==> config.mk <==
export PLATFORM = sky130hd
export DESIGN_NAME = chip8_instruction_decoder_core
export DESIGN_NICKNAME = d
export VERILOG_FILES = /design/src/sv/c8dec_pkg.sv /design/src/sv/chip8_instruction_decoder_core.sv /design/src/sv/c8dec_decode.sv
export VERILOG_INCLUDE_DIRS = /design/src /design/src/sv
export SDC_FILE = /design/constraint.sdc
export NUM_CORES = 1
export LEC_CHECK = 0
export ABC_CLOCK_PERIOD_IN_PS = 2500
export BUFFER_PORTS_ARGS = -buffer_cell sky130_fd_sc_hd__buf_2
export CORE_ASPECT_RATIO = 1.75
export CORE_MARGIN = 1
export CORE_UTILIZATION = 40
export CTS_BUF_LIST = sky130_fd_sc_hd__clkbuf_16
export CTS_CLUSTER_DIAMETER = 150
export DETAILED_ROUTE_END_ITERATION = 7
export HOLD_SLACK_MARGIN = 0.06
export PLACE_DENSITY = 0.72
export SLEW_MARGIN = 20
export SYNTH_ARGS = -nofsm -noshare
export SYNTH_HDL_FRONTEND = slang
export SYNTH_HIERARCHICAL = 1
export SYNTH_SLANG_ARGS = --single-unit
==> constraint.sdc <==
create_clock -name clk_i -period 2.5 [get_ports clk_i]
set_input_delay 0.5 -clock clk_i [delete_from_list [all_inputs] [get_ports clk_i]]
set_output_delay 0.5 -clock clk_i [all_outputs]
set_load 0.03 [all_outputs]
==> src/sv/assert_macros.svh <==
// ----------------------------------------------------------------------------
// Assertion macros
// Shared concurrent assertion wrappers for the instruction decoder.
// ----------------------------------------------------------------------------
`ifndef ASSERT_MACROS_SVH
`define ASSERT_MACROS_SVH

// Check a property on every rising edge outside of reset.
`define ASSERT_RST(lbl, clk, rst_n, prop, msg) \
  lbl: assert property (@(posedge clk) disable iff (!rst_n) prop) else $error(msg);

// Check a property on every rising edge, reset included.
`define ASSERT_ALWAYS(lbl, clk, prop, msg) \
  lbl: assert property (@(posedge clk) prop) else $error(msg);

`endif

==> src/sv/c8dec_pkg.sv <==
// ----------------------------------------------------------------------------
// c8dec_pkg
// Operation codes, instruction word constants and the decode result type.
// ----------------------------------------------------------------------------
package c8dec_pkg;

  // Dense operation numbers
  typedef enum logic [5:0] {
    OP_NOP      = 6'd0,
    OP_CLS      = 6'd1,
    OP_RET      = 6'd2,
    OP_EXIT     = 6'd3,
    OP_SCR      = 6'd4,
    OP_SCL      = 6'd5,
    OP_SCD      = 6'd6,
    OP_LOW      = 6'd7,
    OP_HIGH     = 6'd8,
    OP_SYS      = 6'd9,
    OP_JP       = 6'd10,
    OP_CALL     = 6'd11,
    OP_SE_VB    = 6'd12,
    OP_SNE_VB   = 6'd13,
    OP_SE_VV    = 6'd14,
    OP_LD_VB    = 6'd15,
    OP_ADD_VB   = 6'd16,
    OP_LD_VV    = 6'd17,
    OP_OR       = 6'd18,
    OP_AND      = 6'd19,
    OP_XOR      = 6'd20,
    OP_ADD_VV   = 6'd21,
    OP_SUB      = 6'd22,
    OP_SHR      = 6'd23,
    OP_SUBN     = 6'd24,
    OP_SHL      = 6'd25,
    OP_SNE_VV   = 6'd26,
    OP_LD_I     = 6'd27,
    OP_JP_V0    = 6'd28,
    OP_RND      = 6'd29,
    OP_DRW      = 6'd30,
    OP_DRW_BIG  = 6'd31,
    OP_SKP      = 6'd32,
    OP_SKNP     = 6'd33,
    OP_LD_VDT   = 6'd34,
    OP_LD_KEY   = 6'd35,
    OP_LD_DTV   = 6'd36,
    OP_LD_STV   = 6'd37,
    OP_ADD_I    = 6'd38,
    OP_LD_FONT  = 6'd39,
    OP_LD_HFONT = 6'd40,
    OP_BCD      = 6'd41,
    OP_STORE    = 6'd42,
    OP_LOAD     = 6'd43,
    OP_SAVE_FLG = 6'd44,
    OP_LOAD_FLG = 6'd45
  } op_e;

  // Top nibble groups
  localparam logic [3:0] GRP_SYS  = 4'h0;
  localparam logic [3:0] GRP_JP   = 4'h1;
  localparam logic [3:0] GRP_CALL = 4'h2;
  localparam logic [3:0] GRP_SEB  = 4'h3;
  localparam logic [3:0] GRP_SNEB = 4'h4;
  localparam logic [3:0] GRP_SEV  = 4'h5;
  localparam logic [3:0] GRP_LDB  = 4'h6;
  localparam logic [3:0] GRP_ADDB = 4'h7;
  localparam logic [3:0] GRP_ALU  = 4'h8;
  localparam logic [3:0] GRP_SNEV = 4'h9;
  localparam logic [3:0] GRP_LDI  = 4'hA;
  localparam logic [3:0] GRP_JPV0 = 4'hB;
  localparam logic [3:0] GRP_RND  = 4'hC;
  localparam logic [3:0] GRP_DRW  = 4'hD;

  // Last ALU sub-opcode of the dense run, and the one beyond it
  localparam logic [3:0] ALU_LAST = 4'h7;
  localparam logic [3:0] ALU_SHL  = 4'hE;

  // Full row-zero words
  localparam logic [15:0] W_NOP      = 16'h0000;
  localparam logic [15:0] W_CLS      = 16'h00E0;
  localparam logic [15:0] W_RET      = 16'h00EE;
  localparam logic [15:0] W_EXIT     = 16'h00FD;
  localparam logic [15:0] W_SCR      = 16'h00FB;
  localparam logic [15:0] W_SCL      = 16'h00FC;
  localparam logic [15:0] W_LOW      = 16'h00FE;
  localparam logic [15:0] W_HIGH     = 16'h00FF;
  localparam logic [15:0] W_SCD      = 16'h00C0;
  localparam logic [15:0] W_SCD_MASK = 16'hFFF0;

  // E/F forms, compared with X masked off
  localparam logic [15:0] EF_MASK  = 16'hF0FF;
  localparam logic [15:0] EF_SKP   = 16'hE09E;
  localparam logic [15:0] EF_SKNP  = 16'hE0A1;
  localparam logic [15:0] EF_LDVDT = 16'hF007;
  localparam logic [15:0] EF_LDKEY = 16'hF00A;
  localparam logic [15:0] EF_LDDTV = 16'hF015;
  localparam logic [15:0] EF_LDSTV = 16'hF018;
  localparam logic [15:0] EF_ADDI  = 16'hF01E;
  localparam logic [15:0] EF_FONT  = 16'hF029;
  localparam logic [15:0] EF_HFONT = 16'hF030;
  localparam logic [15:0] EF_BCD   = 16'hF033;
  localparam logic [15:0] EF_STORE = 16'hF055;
  localparam logic [15:0] EF_LOAD  = 16'hF065;
  localparam logic [15:0] EF_SAVEF = 16'hF075;
  localparam logic [15:0] EF_LOADF = 16'hF085;

  // One decoded word
  typedef struct packed {
    op_e         operation;
    logic        valid_res;
    logic [3:0]  x_index;
    logic [3:0]  y_index;
    logic [7:0]  immediate;
    logic [3:0]  nibble;
    logic [11:0] address;
  } dec_res_t;

endpackage

==> src/sv/chip8_instruction_decoder_core.sv <==
// ----------------------------------------------------------------------------
// chip8_instruction_decoder_core
// Decodes CHIP-8 / super instruction words, one word per clock.
// ----------------------------------------------------------------------------
//  channel   | handshake          | payload
//  ----------+--------------------+------------------------------------------
//  command   | start_i / busy_o   | instruction_i
//  result    | done_o (strobe)    | operation_o valid_res_o x_index_o
//            |                    | y_index_o immediate_o nibble_o address_o
//  config    | cfg_we_i           | cfg_wdata_i (super enable)
//
//  A word is taken on every edge with start_i high; busy_o stays low.
//  Each word passes the input register, then is decoded into the result register.
//  A new word may follow every cycle; the result strobe lasts one cycle.
//  Reset clears the pipeline valid flags and the super enable.
//  The receiver takes every result as it appears and never stalls.
// ----------------------------------------------------------------------------
`include "assert_macros.svh"

module chip8_instruction_decoder_core
  import c8dec_pkg::*;
(
  input  logic        clk_i,
  input  logic        rst_ni,
  input  logic        start_i,
  output logic        busy_o,
  input  logic [15:0] instruction_i,
  input  logic        cfg_we_i,
  input  logic        cfg_wdata_i,
  output logic        done_o,
  output logic [5:0]  operation_o,
  output logic        valid_res_o,
  output logic [3:0]  x_index_o,
  output logic [3:0]  y_index_o,
  output logic [7:0]  immediate_o,
  output logic [3:0]  nibble_o,
  output logic [11:0] address_o
);

  logic        super_q;
  logic        in_vld_q;
  logic [15:0] word_q;
  logic        done_q;
  dec_res_t    res_d;
  dec_res_t    res_q;

  assign busy_o = 1'b0;

  // Hold the super enable
  always_ff @(posedge clk_i or negedge rst_ni) begin
    if (!rst_ni) begin
      super_q <= 1'b0;
    end else if (cfg_we_i) begin
      super_q <= cfg_wdata_i;
    end
  end

  // Capture the incoming word
  always_ff @(posedge clk_i or negedge rst_ni) begin
    if (!rst_ni) begin
      in_vld_q <= 1'b0;
    end else begin
      in_vld_q <= start_i && !busy_o;
    end
  end

  always_ff @(posedge clk_i) begin
    if (start_i && !busy_o) begin
      word_q <= instruction_i;
    end
  end

  c8dec_decode u_decode (
    .word_i  (word_q),
    .super_i (super_q),
    .res_o   (res_d)
  );

  // Advance the decoded word into the result register
  always_ff @(posedge clk_i or negedge rst_ni) begin
    if (!rst_ni) begin
      done_q <= 1'b0;
    end else begin
      done_q <= in_vld_q;
    end
  end

  always_ff @(posedge clk_i) begin
    if (in_vld_q) begin
      res_q <= res_d;
    end
  end

  assign done_o      = done_q;
  assign operation_o = res_q.operation;
  assign valid_res_o = res_q.valid_res;
  assign x_index_o   = res_q.x_index;
  assign y_index_o   = res_q.y_index;
  assign immediate_o = res_q.immediate;
  assign nibble_o    = res_q.nibble;
  assign address_o   = res_q.address;

  // Every accepted word reaches the input stage, then is strobed as a result
  `ASSERT_RST(a_accept_stage, clk_i, rst_ni, (start_i && !busy_o) |=> in_vld_q, "word lost at input stage")
  `ASSERT_RST(a_stage_done, clk_i, rst_ni, in_vld_q |=> done_o, "decoded word not strobed")
  // An invalid word reports no operation
  `ASSERT_RST(a_invalid_nop, clk_i, rst_ni, (done_o && !valid_res_o) |-> (operation_o == OP_NOP), "invalid word carries an operation")
  // Operand slices come from the same word
  `ASSERT_RST(a_slices, clk_i, rst_ni, done_o |-> (address_o[11:8] == x_index_o && immediate_o[3:0] == nibble_o && immediate_o[7:4] == y_index_o), "operand slices disagree")
  // The command side never stalls
  `ASSERT_ALWAYS(a_never_busy, clk_i, !busy_o, "busy raised")

endmodule

==> src/sv/c8dec_decode.sv <==
// ----------------------------------------------------------------------------
// c8dec_decode
// Combinational decode of one instruction word into an operation and operands.
// ----------------------------------------------------------------------------
module c8dec_decode
  import c8dec_pkg::*;
(
  input  logic [15:0] word_i,
  input  logic        super_i,
  output dec_res_t    res_o
);

  logic [3:0]  top;
  logic [3:0]  low;
  logic [15:0] ef;
  op_e         op;
  logic        ok;

  assign top = word_i[15:12];
  assign low = word_i[3:0];
  assign ef  = word_i & EF_MASK;

  // Pick the operation by top nibble, then by the finer fields
  always_comb begin
    op = OP_NOP;
    ok = 1'b1;
    unique case (top)
      GRP_SYS: begin
        if (word_i == W_NOP)                          op = OP_NOP;
        else if (word_i == W_CLS)                     op = OP_CLS;
        else if (word_i == W_RET)                     op = OP_RET;
        else if (super_i && word_i == W_EXIT)         op = OP_EXIT;
        else if (word_i == W_SCR)                     op = OP_SCR;
        else if (word_i == W_SCL)                     op = OP_SCL;
        else if ((word_i & W_SCD_MASK) == W_SCD)      op = OP_SCD;
        else if (word_i == W_LOW)                     op = OP_LOW;
        else if (word_i == W_HIGH)                    op = OP_HIGH;
        else                                          op = OP_SYS;
      end
      GRP_JP:   op = OP_JP;
      GRP_CALL: op = OP_CALL;
      GRP_SEB:  op = OP_SE_VB;
      GRP_SNEB: op = OP_SNE_VB;
      GRP_SEV:  op = OP_SE_VV;
      GRP_LDB:  op = OP_LD_VB;
      GRP_ADDB: op = OP_ADD_VB;
      GRP_ALU: begin
        unique case (low) inside
          [4'h0:ALU_LAST]: op = op_e'(6'(OP_LD_VV) + {2'b00, low});
          ALU_SHL:         op = OP_SHL;
          default:         ok = 1'b0;
        endcase
      end
      GRP_SNEV: op = OP_SNE_VV;
      GRP_LDI:  op = OP_LD_I;
      GRP_JPV0: op = OP_JP_V0;
      GRP_RND:  op = OP_RND;
      GRP_DRW:  op = (super_i && low == 4'h0) ? OP_DRW_BIG : OP_DRW;
      default: begin
        // E and F rows: match with X masked off
        if (ef == EF_SKP)                       op = OP_SKP;
        else if (ef == EF_SKNP)                 op = OP_SKNP;
        else if (ef == EF_LDVDT)                op = OP_LD_VDT;
        else if (ef == EF_LDKEY)                op = OP_LD_KEY;
        else if (ef == EF_LDDTV)                op = OP_LD_DTV;
        else if (ef == EF_LDSTV)                op = OP_LD_STV;
        else if (ef == EF_ADDI)                 op = OP_ADD_I;
        else if (ef == EF_FONT)                 op = OP_LD_FONT;
        else if (super_i && ef == EF_HFONT)     op = OP_LD_HFONT;
        else if (ef == EF_BCD)                  op = OP_BCD;
        else if (ef == EF_STORE)                op = OP_STORE;
        else if (ef == EF_LOAD)                 op = OP_LOAD;
        else if (super_i && ef == EF_SAVEF)     op = OP_SAVE_FLG;
        else if (super_i && ef == EF_LOADF)     op = OP_LOAD_FLG;
        else                                    ok = 1'b0;
        // flag storage only covers V0..V7
        if ((op == OP_SAVE_FLG || op == OP_LOAD_FLG) && word_i[11]) begin
          ok = 1'b0;
        end
      end
    endcase
  end

  // Drop the operation of an invalid word, slice the operands always
  always_comb begin
    res_o.operation = ok ? op : OP_NOP;
    res_o.valid_res = ok;
    res_o.x_index   = word_i[11:8];
    res_o.y_index   = word_i[7:4];
    res_o.immediate = word_i[7:0];
    res_o.nibble    = word_i[3:0];
    res_o.address   = word_i[11:0];
  end

endmodule
Word-level counts from Yosys, hierarchy flattened
Cells that the tools add are included.
- flip-flop bits (word level): 58
- latch bits: 0
- RAM bits: 0
- bits in read-only memories: 0
- input bits: 21
- output and inout bits: 41
- logic and storage cells: 110
- memories kept: 0
- add/subtract/negate cells: 1
- multipliers: 0
- divide/modulo/power cells: 0
- $lt $le $gt $ge: 2
- equality and inequality tests: 38
- shift-type cells: 0
- mux-type cells: 44
- bitwise operators: 0
- reductions and logical operators: 14
- operators by type and width (kind ; number):
    equality test 12 bit (second input constant) ; 14
    two-way mux 6 bit ; 23
    equality test 16 x 8 -> 1 bit (second input constant) ; 7
    case mux 6 bit (14 select lines) ; 1
    equality test 4 bit (second input constant) ; 7
    two-way mux 1 bit ; 18
    equality test 4 x 3 -> 1 bit (second input constant) ; 4
    zero test 16 bit ; 1
    OR reduction 14 bit ; 1
    OR reduction 13 bit ; 1
    equality test 12 x 4 -> 1 bit (second input constant) ; 1
    equality test 6 bit (second input constant) ; 2
    case mux 6 bit (2 select lines) ; 1
    equality test 4 x 2 -> 1 bit (second input constant) ; 2
    zero test 4 bit ; 2
    logical AND 1 bit ; 7
    adder 5 x 4 -> 6 bit (first input constant) ; 1
    equality test 4 x 1 -> 1 bit (second input constant) ; 1
    greater-or-equal comparator 4 x 1 -> 1 bit (second input constant) ; 1
    less-or-equal comparator 4 x 3 -> 1 bit (second input constant) ; 1
    case mux 1 bit (2 select lines) ; 1
    OR reduction 2 bit ; 1
    logical OR 1 bit ; 1

Depth between registers and ports, before layout
Gate-level depths: netlist of run 1.
- depth after elaboration: 22
- mapped depth: 8

Hierarchy
The synthesis of run 1 kept the hierarchy.
- modules (own cells, without submodules) (module ; instances ; cells each ; area an instance (um^2) ; sequential area each (um^2)):
    chip8_instruction_decoder_core ; 1 ; 61 ; 1752.9 ; 1726.7
    c8dec_decode ; 1 ; 172 ; 1204.9 ; 0.0

Worst setup path before layout of run 1
No wires, ideal clock.
- path type: flip-flop to flip-flop
- start: register word_q[0]
- end: register res_q (netlist bit valid_res_o) (data pin)
- library setup time: 251 ps
- data arrival time: 1908 ps
- required time: 2249 ps
- slack: 341 ps
- stages on the path, launching flop included: 9
- buffers on the path: 1
- clock period less this slack: 2159 ps
- cells stage by stage: edfxtp_1 -> inv_1 -> ha_1 -> and4b_1 -> o21ai_2 -> a311oi_1 -> o41ai_2 -> a41oi_1 -> buf_4
- word-level cells in the longest chain between the ends: 22
- elaborated cells on any way between the ends: 58
- classes of those cells: order compare (2); eq/ne (17); mux (32); reduce/logical (7)
- ends and longest elaborated chain (what ; line ; source):
    start, declared ; chip8_instruction_decoder_core.sv:42 ; logic [15:0] word_q;
    start signal, assigned ; chip8_instruction_decoder_core.sv:69 ; word_q <= instruction_i;
    equality test 12 bit ; c8dec_decode.sv:74 ; else if (super_i && ef == EF_LOADF) op = OP_LOAD_FLG;
    logical AND 1 bit ; c8dec_decode.sv:74 ;
    two-way mux 6 bit ; c8dec_decode.sv:74 ;
    two-way mux 6 bit ; c8dec_decode.sv:73 ; else if (super_i && ef == EF_SAVEF) op = OP_SAVE_FLG;
    two-way mux 6 bit ; c8dec_decode.sv:72 ; else if (ef == EF_LOAD) op = OP_LOAD;
    two-way mux 6 bit ; c8dec_decode.sv:71 ; else if (ef == EF_STORE) op = OP_STORE;
    two-way mux 6 bit ; c8dec_decode.sv:70 ; else if (ef == EF_BCD) op = OP_BCD;
    two-way mux 6 bit ; c8dec_decode.sv:69 ; else if (super_i && ef == EF_HFONT) op = OP_LD_HFONT;
    (+7 left out) ; n/a ;
    two-way mux 6 bit ; c8dec_decode.sv:61 ; if (ef == EF_SKP) op = OP_SKP;
    two-way mux 6 bit ; c8dec_decode.sv:27 ; unique case (top)
    equality test 6 bit ; c8dec_decode.sv:77 ; if ((op == OP_SAVE_FLG || op == OP_LOAD_FLG) && word_i[11]) begin
    logical OR 1 bit ; c8dec_decode.sv:77 ;
    logical AND 1 bit ; c8dec_decode.sv:77 ;
    two-way mux 1 bit ; c8dec_decode.sv:77 ;
    case mux 1 bit (2 select lines) (*) ; c8dec_decode.sv:27 ;
    net u_decode.ok ; c8dec_decode.sv:17 ; logic ok;
    end signal, assigned ; chip8_instruction_decoder_core.sv:90 ; res_q <= res_d;
    end, declared ; chip8_instruction_decoder_core.sv:45 ; dec_res_t res_q;
Mark *: on every way through the listed nets, which the timed path passes. The rest lies on a longest branch. The select of a mux whose other input is x is not followed.
A chain may end at the register's enable or synchronous reset.

Worst setup path in the final report of run 1
- start: register word_q[0]
- end: register res_q (netlist bit operation_o[0]) (data pin)
- word-level cells in the longest chain between the ends: 22
- elaborated cells on any way between the ends: 82
- classes of those cells: add/sub (1); order compare (2); eq/ne (24); mux (44); reduce/logical (11)
- ends and longest elaborated chain (what ; line ; source):
    equality test 12 bit ; c8dec_decode.sv:74 ;
    logical AND 1 bit ; c8dec_decode.sv:74 ;
    two-way mux 6 bit ; c8dec_decode.sv:74 ;
    two-way mux 6 bit ; c8dec_decode.sv:73 ;
    two-way mux 6 bit ; c8dec_decode.sv:72 ;
    two-way mux 6 bit ; c8dec_decode.sv:71 ;
    two-way mux 6 bit ; c8dec_decode.sv:70 ;
    two-way mux 6 bit ; c8dec_decode.sv:69 ;
    (+6 left out) ; n/a ;
    two-way mux 6 bit ; c8dec_decode.sv:62 ; else if (ef == EF_SKNP) op = OP_SKNP;
    two-way mux 6 bit ; c8dec_decode.sv:61 ;
    two-way mux 6 bit ; c8dec_decode.sv:27 ;
    equality test 6 bit ; c8dec_decode.sv:77 ;
    logical OR 1 bit ; c8dec_decode.sv:77 ;
    logical AND 1 bit ; c8dec_decode.sv:77 ;
    two-way mux 1 bit ; c8dec_decode.sv:77 ;
    case mux 1 bit (2 select lines) ; c8dec_decode.sv:27 ;
Several ways; a longest one is shown, not always the timed one. The select of a mux whose other input is x is not followed.

==> Flow_metrics.wiki, run 1 <==
{| class="wikitable"
! Metric !! Value
|-
| Area leader, netlist || edfxtp_1
|-
| Antenna-violating nets left || 0
|-
| Reg-to-Reg End || operation_o[0]
|-
| Met2 track utilization from global routing || just under 30%
|-
| Ratio of cells with drive above 1 in the final layout || 36.23%
|-
| Placer congestion estimate || 0.8818
|-
| RSZ-0062 raised after global routing || no
|-
| Instance count of the mapped netlist || ~230
|-
| Setup Skew || 0.004629 ns
|-
| Half-perimeter wire length after detailed placement || about 4300 microns
|-
| Max Cap Viol || 0
|-
| Global-route track usage on met3 || under 10%
|-
| Width of the die || about 67 microns
|-
| Type of the most critical hold path || in2reg
|-
| R2R depth || 7
|-
| WHS Endpoint || word_q[13]
|-
| Initial antenna violation count || 0
|-
| Worst EP arrival || 2.35 ns
|-
| Root buffer selected by CTS || clkbuf_16
|-
| Max H-tree Level || 3
|-
| Final core area utilization || between 40% and 50%
|-
| Avg Inst Size Synth || 12.69 sq um
|-
| R2R Path Start || word_q[0]
|-
| Clock period minus final worst setup slack || between 2 and 2.5 ns
|-
| Highest net fanout along the worst path || 7
|-
| All-Layer GR Usage || between 10% and 20%
|-
| Num CTS Buffers || 9
|-
| Hold WS || 0.3451 ns
|-
| Total iterations of the first detailed-routing run || 4
|-
| Number of cells traversed by the worst hold path || 1
|-
| Met1 usage || around 18%
|-
| I/O Buffers || 60
|-
| Combined area of all synthesized cells || about 3000 sq um
|-
| Maximum clock insertion buffer count || 2
|-
| Placeable core region || between 7000 and 8000 sq um
|-
| Via count of the first global-routing pass || about 1.9k
|-
| Worst slew slack as a fraction of its limit || between 60 and 70%
|-
| CTS tree || built
|-
| Layout Cells excl Fill || 362
|-
| Static Leakage || 1.339 nW
|-
| Category of the most critical setup path || reg2reg
|-
| Sort of element at the end of the critical path || flop
|-
| Number of vias in the routed layout || 1971
|-
| Post-synth net total || 258
|-
| Number of violations reported at the end of detailed-routing iteration 0 || approximately 120
|-
| ANT cells || 0
|-
| Yosys warnings || 6
|-
| Setup slack on the worst flop-to-flop path || between 0.2 and 0.25 ns
|-
| Total negative slack || 0 ns
|-
| Initial Utilization || roughly two fifths
|-
| Number of placement rows || just over 40
|-
| Power per Cell Area || approximately 810 nW/um^2
|-
| Later-pin clock latency in the skew report || roughly 0.33 ns
|-
| Max Clock Freq || 436.5 MHz
|-
| Dominant cell by count in the synthesized netlist || edfxtp_1
|-
| Maximum number of pins on one net before global-route repair || a little over 40
|-
| Final setup vio count || 0
|-
| Post-synth cell types || between 60 and 70
|-
| Ranking of synthesized cells by area || edfxtp_1, buf_4, dfrtp_1
|-
| Data required, critical path || 2.56 ns
|-
| Fraction of post-synthesis cell area in the top cell type by area || between 50% and 60%
|-
| Cell count after placement || around 340
|-
| Global-route layer with the greatest usage || met2
|-
| CP Launch Type || flop
|-
| Measured slew at the worst slew-check pin || ~0.54 ns
|-
| Mean routed wirelength per cell || between 15 and 20 microns
|-
| Floorplan die area || between 7000 and 8000 sq um
|-
| Post-synth top cells || edfxtp_1, buf_4, a21oi_1, nand3_1
|-
| Remaining design rule violation count || 0
|-
| Clock transition at the registers of the reported paths || 0.05 ns
|-
| Boundary Pins || 62
|-
| Die extent in y || roughly 120 microns
|-
| Final-report max-slew violation count || 0
|-
| Number of clock sinks || 58
|-
| Synth Flop Type || edfxtp_1
|-
| Period Utilization, post-route || between 90 and 100%
|-
| Timing startpoint of the critical path || word_q[0]
|-
| Worst VDD drop || approximately 0.00048 V
|-
| Vias/cell || roughly 5.4
|-
| Synth async-reset ratio || just over 5%
|-
| First-pass GRT wire length || 9390 microns
|-
| EDFF count, synth || 55
|-
| Hold Crit Start || instruction_i[13]
|-
| Hold violation count in the final report || 0
|-
| Global-route congestion overflow total || 0
|-
| # nets final || 296
|-
| Result of the run || finished, final reports clean
|-
| Proportion of synthesized chip area in sequential cells || between 50% and 60%
|-
| Routed Wire Length || 5955 microns
|-
| Synth-to-layout area growth || 16.33%
|-
| Post-synthesis register bit count || just under 60
|}
logic make-up (layout without fill, tap and decap cells):
group / count (synthesis) / count (layout) / synth area share (%)
and+or+nand+nor: 67 / 67 / 14.34
DFF: 58 / 58 / 58.38
xor gates and xnor gates: 2 / 2 / 0.5923
muxes: 3 / 3 / 1.184
AOI/OAI and AO/OA: 45 / 45 / 11.46
buffers and inverters: 53 / 96 / 12.22
adders and majority gates: 4 / 4 / 1.692
other: 1 / 1 / 0.1268
area by class of cell:
type,count,area (sq um)
multi-input cells,122,887.1
fillers,691,3741
flip-flops and latches,58,1727
clock inverters,7,60.06
clock buffers,9,225.2
inverters,5,18.77
well taps,86,107.6
repair buffers,75,415.4
flip-flops by register name, summed over array words and instances (netlist names):
name,flops
in_vld_q,1
x_index_o,4
operation_o,6
y_index_o,4
word_q,16
done_o,1
valid_res_o,1
nibble_o,4
super_q,1
address_o,12
immediate_o,8
placed cells by master, fill, tap and decap left out, types with 3 or more instances in the layout:
| master | n |
|---|---|
| a21oi_1 | 11 |
| clkinv_1 | 3 |
| nand4_1 | 3 |
| nand2_1 | 9 |
| clkbuf_16 | 9 |
| buf_2 | 60 |
| buf_4 | 14 |
| nor4_1 | 3 |
| nand3b_1 | 5 |
| nand3_1 | 10 |
| nor3_1 | 4 |
| edfxtp_1 | 55 |
| ha_1 | 4 |
| dfrtp_1 | 3 |
| inv_1 | 5 |
| o21ai_0 | 6 |
| nor2_1 | 9 |
timing repair:
action	4_1_cts	5_1_grt
hold buffers	1	0
hold endpoints to repair	3	0
setup endpoints to repair	0	3
resized for setup	0	2
buffers inserted	0	1
critical path, stage by stage, from the launching register on:
cell and delay, ns:
edfxtp_1 0.48, inv_1 0.15, ha_1 0.29, or3b_1 0.39, o32a_1 0.30, o21a_1 0.19
o21ai_0 0.10, a311oi_2 0.12
through the flow:
stage,setup slack [ns],power [W],instance area (sq um)
2_1_floorplan,0.3413,0.001562,2958
3_3_place_gp,0.2297,0.001628,3120
3_5_place_dp,0.1287,0.001636,3120
4_1_cts,0.1136,0.002806,3416
5_1_grt,0.05539,0.002884,3441
6_report,0.2089,0.002774,3441
routing by layer:
layer | part of all wire, % | vias to the layer above
met5 | 0 | -
met4 | 5.3 | 0
met1 | 35 | 958
met2 | 55 | 66
li1 | - | 928
met3 | 4.7 | 19
worst max-delay path by stage:
stage / end / cells past startpoint / slack [ns]
CTS: valid_res_o / 7 / 0.11
floorplan: valid_res_o / 8 / 0.34
finish: operation_o[0] / 7 / 0.21
global route: valid_res_o / 7 / 0.06
global placement: valid_res_o / 7 / 0.23
detailed placement: valid_res_o / 7 / 0.13
power breakdown:
| part | leakage (nW) | switching, W | total [W] | internal, W |
|---|---|---|---|---|
| sequential | 0.574 | 0.0000554 | 0.00122 | 0.00117 |
| combinational | 0.624 | 0.000264 | 0.000396 | 0.000132 |
| clock | 0.142 | 0.000398 | 0.00115 | 0.000755 |
| total | 1.34 | 0.000717 | 0.00277 | 0.00206 |
No activity file was read; power rests on OpenSTA's default activity.
==> inputs of run 2 (changes only) <==
--- a/config.mk
+++ b/config.mk
@@ -6,7 +6,7 @@
 export SDC_FILE = /design/constraint.sdc
 export NUM_CORES = 1
 export LEC_CHECK = 0
-export ABC_CLOCK_PERIOD_IN_PS = 2500
+export ABC_CLOCK_PERIOD_IN_PS = 2200
 export BUFFER_PORTS_ARGS = -buffer_cell sky130_fd_sc_hd__buf_2
 export CORE_ASPECT_RATIO = 1.75
 export CORE_MARGIN = 1
==> constraint.sdc (replaced) <==
create_clock -name clk_i -period 2.2 [get_ports clk_i]
set_input_delay 0.44 -clock clk_i [delete_from_list [all_inputs] [get_ports clk_i]]
set_output_delay 0.44 -clock clk_i [all_outputs]
set_load 0.03 [all_outputs]
==> run 2 against run 1 <==
Compared with the run above: the flow now finishes with violations (setup timing); clock power grew 15%; die area unchanged; combinational power grew 34%; global-route usage grew 0.49 points; sequential power grew 13%; first-iteration DRC count down 13%; via count grew 4.3%; cell count is 6.4% higher; critical path type unchanged; critical endpoint unchanged.
==> Flow_metrics.wiki, run 2 (synthesized netlist as in run 1, its figures left out) <==
{| class="wikitable"
! Metric !! Value
|-
| Result of the run || finished with violations
|-
| Failing checks || setup timing
|-
| Floorplan die area || 7756 sq um
|-
| Hold Crit Start || instruction_i[12]
|-
| Number of placement rows || 41
|-
| First-pass GRT wire length || about 9400 microns
|-
| Number of vias in the routed layout || around 2k
|-
| Initial Utilization || 41.18%
|-
| Half-perimeter wire length after detailed placement || around 4500 microns
|-
| Placeable core region || between 7000 and 8000 sq um
|-
| Reg-to-Reg End || operation_o[0]
|-
| Maximum clock insertion buffer count || 2
|-
| Setup Skew || approximately 0.0056 ns
|-
| Initial antenna violation count || 0
|-
| Root buffer selected by CTS || clkbuf_16
|-
| I/O Buffers || 60
|-
| Hold violation count in the final report || 0
|-
| Largest register by flop count || word_q
|-
| Boundary Pins || 62
|-
| Number of violations reported at the end of detailed-routing iteration 0 || roughly 110
|-
| Commonest cells after routing, fill and taps aside || buf_2, edfxtp_1, buf_4, a21oi_1, nand3_1
|-
| Cell count after placement || 360
|-
| Width of the die || 67.01 microns
|-
| Highest net fanout along the worst path || 7
|-
| Clock transition at the registers of the reported paths || roughly 0.05 ns
|-
| Worst VDD drop || around 0.00042 V
|-
| Max Clock Freq || 454.2 MHz
|-
| ANT cells || 0
|-
| Period Utilization, post-route || 100.1%
|-
| Via count of the first global-routing pass || between 1.5k and 2k
|-
| Final core area utilization || about half
|-
| Termination of the worst setup path || operation_o[0]
|-
| Total iterations of the first detailed-routing run || 4
|-
| Total negative slack || -0.001459 ns
|-
| Placer congestion estimate || 0.8818
|-
| Static Leakage || 1.474 nW
|-
| Power per Cell Area || roughly 870 nW/um^2
|-
| Max Cap Viol || 0
|-
| Type of the most critical hold path || in2reg
|-
| Timing startpoint of the critical path || word_q[6]
|-
| Data required, critical path || roughly 2.4 ns
|-
| Area of placed instances || approximately 3300 sq um
|-
| Routed Wire Length || between 6000 and 7000 microns
|-
| CP Launch Type || flop
|-
| # nets final || about 320
|-
| RSZ-0062 raised after global routing || yes
|-
| Final-report max-slew violation count || 0
|-
| Area of all placed cells without fillers || around 3700 sq um
|-
| Later-pin clock latency in the skew report || roughly 0.33 ns
|-
| CTS tree || built
|-
| Vias/cell || ~5.3
|-
| Clock period minus final worst setup slack || between 2 and 2.5 ns
|-
| Max H-tree Level || 3
|-
| R2R depth || 6
|-
| Final setup vio count || 1
|-
| Synth-to-layout area growth || 25.25%
|-
| Antenna-violating nets left || 0
|-
| Global-route congestion overflow total || 0
|-
| Number of clock sinks || 58
|-
| Num CTS Buffers || 9
|-
| Die extent in y || 115.8 microns
|-
| Slack of the critical path || -0.001459 ns
|-
| Maximum number of pins on one net before global-route repair || 41
|-
| All-Layer GR Usage || 17.69%
|-
| Ratio of cells with drive above 1 in the final layout || between 40 and 50%
|-
| Worst EP arrival || ~2.4 ns
|-
| Max reg flops || 16
|-
| Most common library cell in the layout ignoring fill and taps || buf_2
|-
| Sort of element at the end of the critical path || flop
|-
| Overall Power || roughly 0.0032 W
|-
| Number of filler instances in the final layout || 637
|-
| Setup slack on the worst flop-to-flop path || -0.001 ns
|-
| Remaining design rule violation count || 0
|-
| Mean routed wirelength per cell || between 15 and 20 microns
|-
| R2R Path Start || word_q[6]
|-
| Category of the most critical setup path || reg2reg
|-
| Layout Cells excl Fill || approximately 390
|}
[run 2: changes by cell type in the layout (fill, tap and decap cells not counted), sizes merged]
cell | before | now
buf | 74 | 97
clkinv | 6 | 5
clkinvlp | 0 | 1
[run 2: layer usage]
metal  track usage (%)  share of wire [%]
met1             17.00                 36
met5                 0                  0
met2             29.07                 54
met3             6.594                5.3
met4             14.61                5.3
[run 2: through the flow]
step	setup WS, ns	hold slack [ns]
detailed placement	-0.09895	0.2386
floorplan	0.04128	0.1444
global placement	-0.006160	0.2372
global route	-0.06043	0.2700
CTS	0.002147	0.2739
finish	-0.001459	0.2824
[run 2: final cells by class]
cell class | instances | area (sq um) | share of cell area, %
Multi-Input combinational cell | 122 | 933.4 | 25.19
Clock inverter | 7 | 60.06 | 1.621
Tap cell | 86 | 107.6 | 2.904
Timing Repair Buffer | 98 | 633.1 | 17.09
Sequential cell | 58 | 1727 | 46.61
Clock buffer | 9 | 225.2 | 6.079
Inverter | 5 | 18.77 | 0.5066
[run 2: what timing repair did]
| action | CTS | global route |
|---|---|---|
| pin swaps | 1 | 7 |
| setup buffers | 2 | 6 |
| hold buffers | 1 | 0 |
| endpoints found under the setup margin | 3 | 4 |
| endpoints found under the hold margin | 3 | 0 |
| resized for setup | 4 | 10 |
[run 2: critical path: stages, from the launching register on]
cell and delay (ns):
edfxtp_1 0.51, or4b_4 0.57, a2111o_1 0.40, nand3_2 0.12, o41ai_4 0.08, buf_4 0.17, a311oi_2 0.18
[run 2: how the worst min path moves through the flow]
stage | slack (ns) | depth (start not counted) | to
2_1_floorplan | 0.14 | 0 | done_o
3_3_place_gp | 0.24 | 1 | done_o
3_5_place_dp | 0.24 | 1 | super_q
4_1_cts | 0.27 | 1 | word_q[12]
5_1_grt | 0.27 | 1 | word_q[9]
6_report | 0.28 | 1 | word_q[12]
[run 2: power breakdown]
group          internal (W)  switching, W  total [W]
sequential          0.00133     0.0000480    0.00138
clock              0.000858      0.000458    0.00132
combinational      0.000197      0.000332   0.000529
total               0.00238      0.000838    0.00322
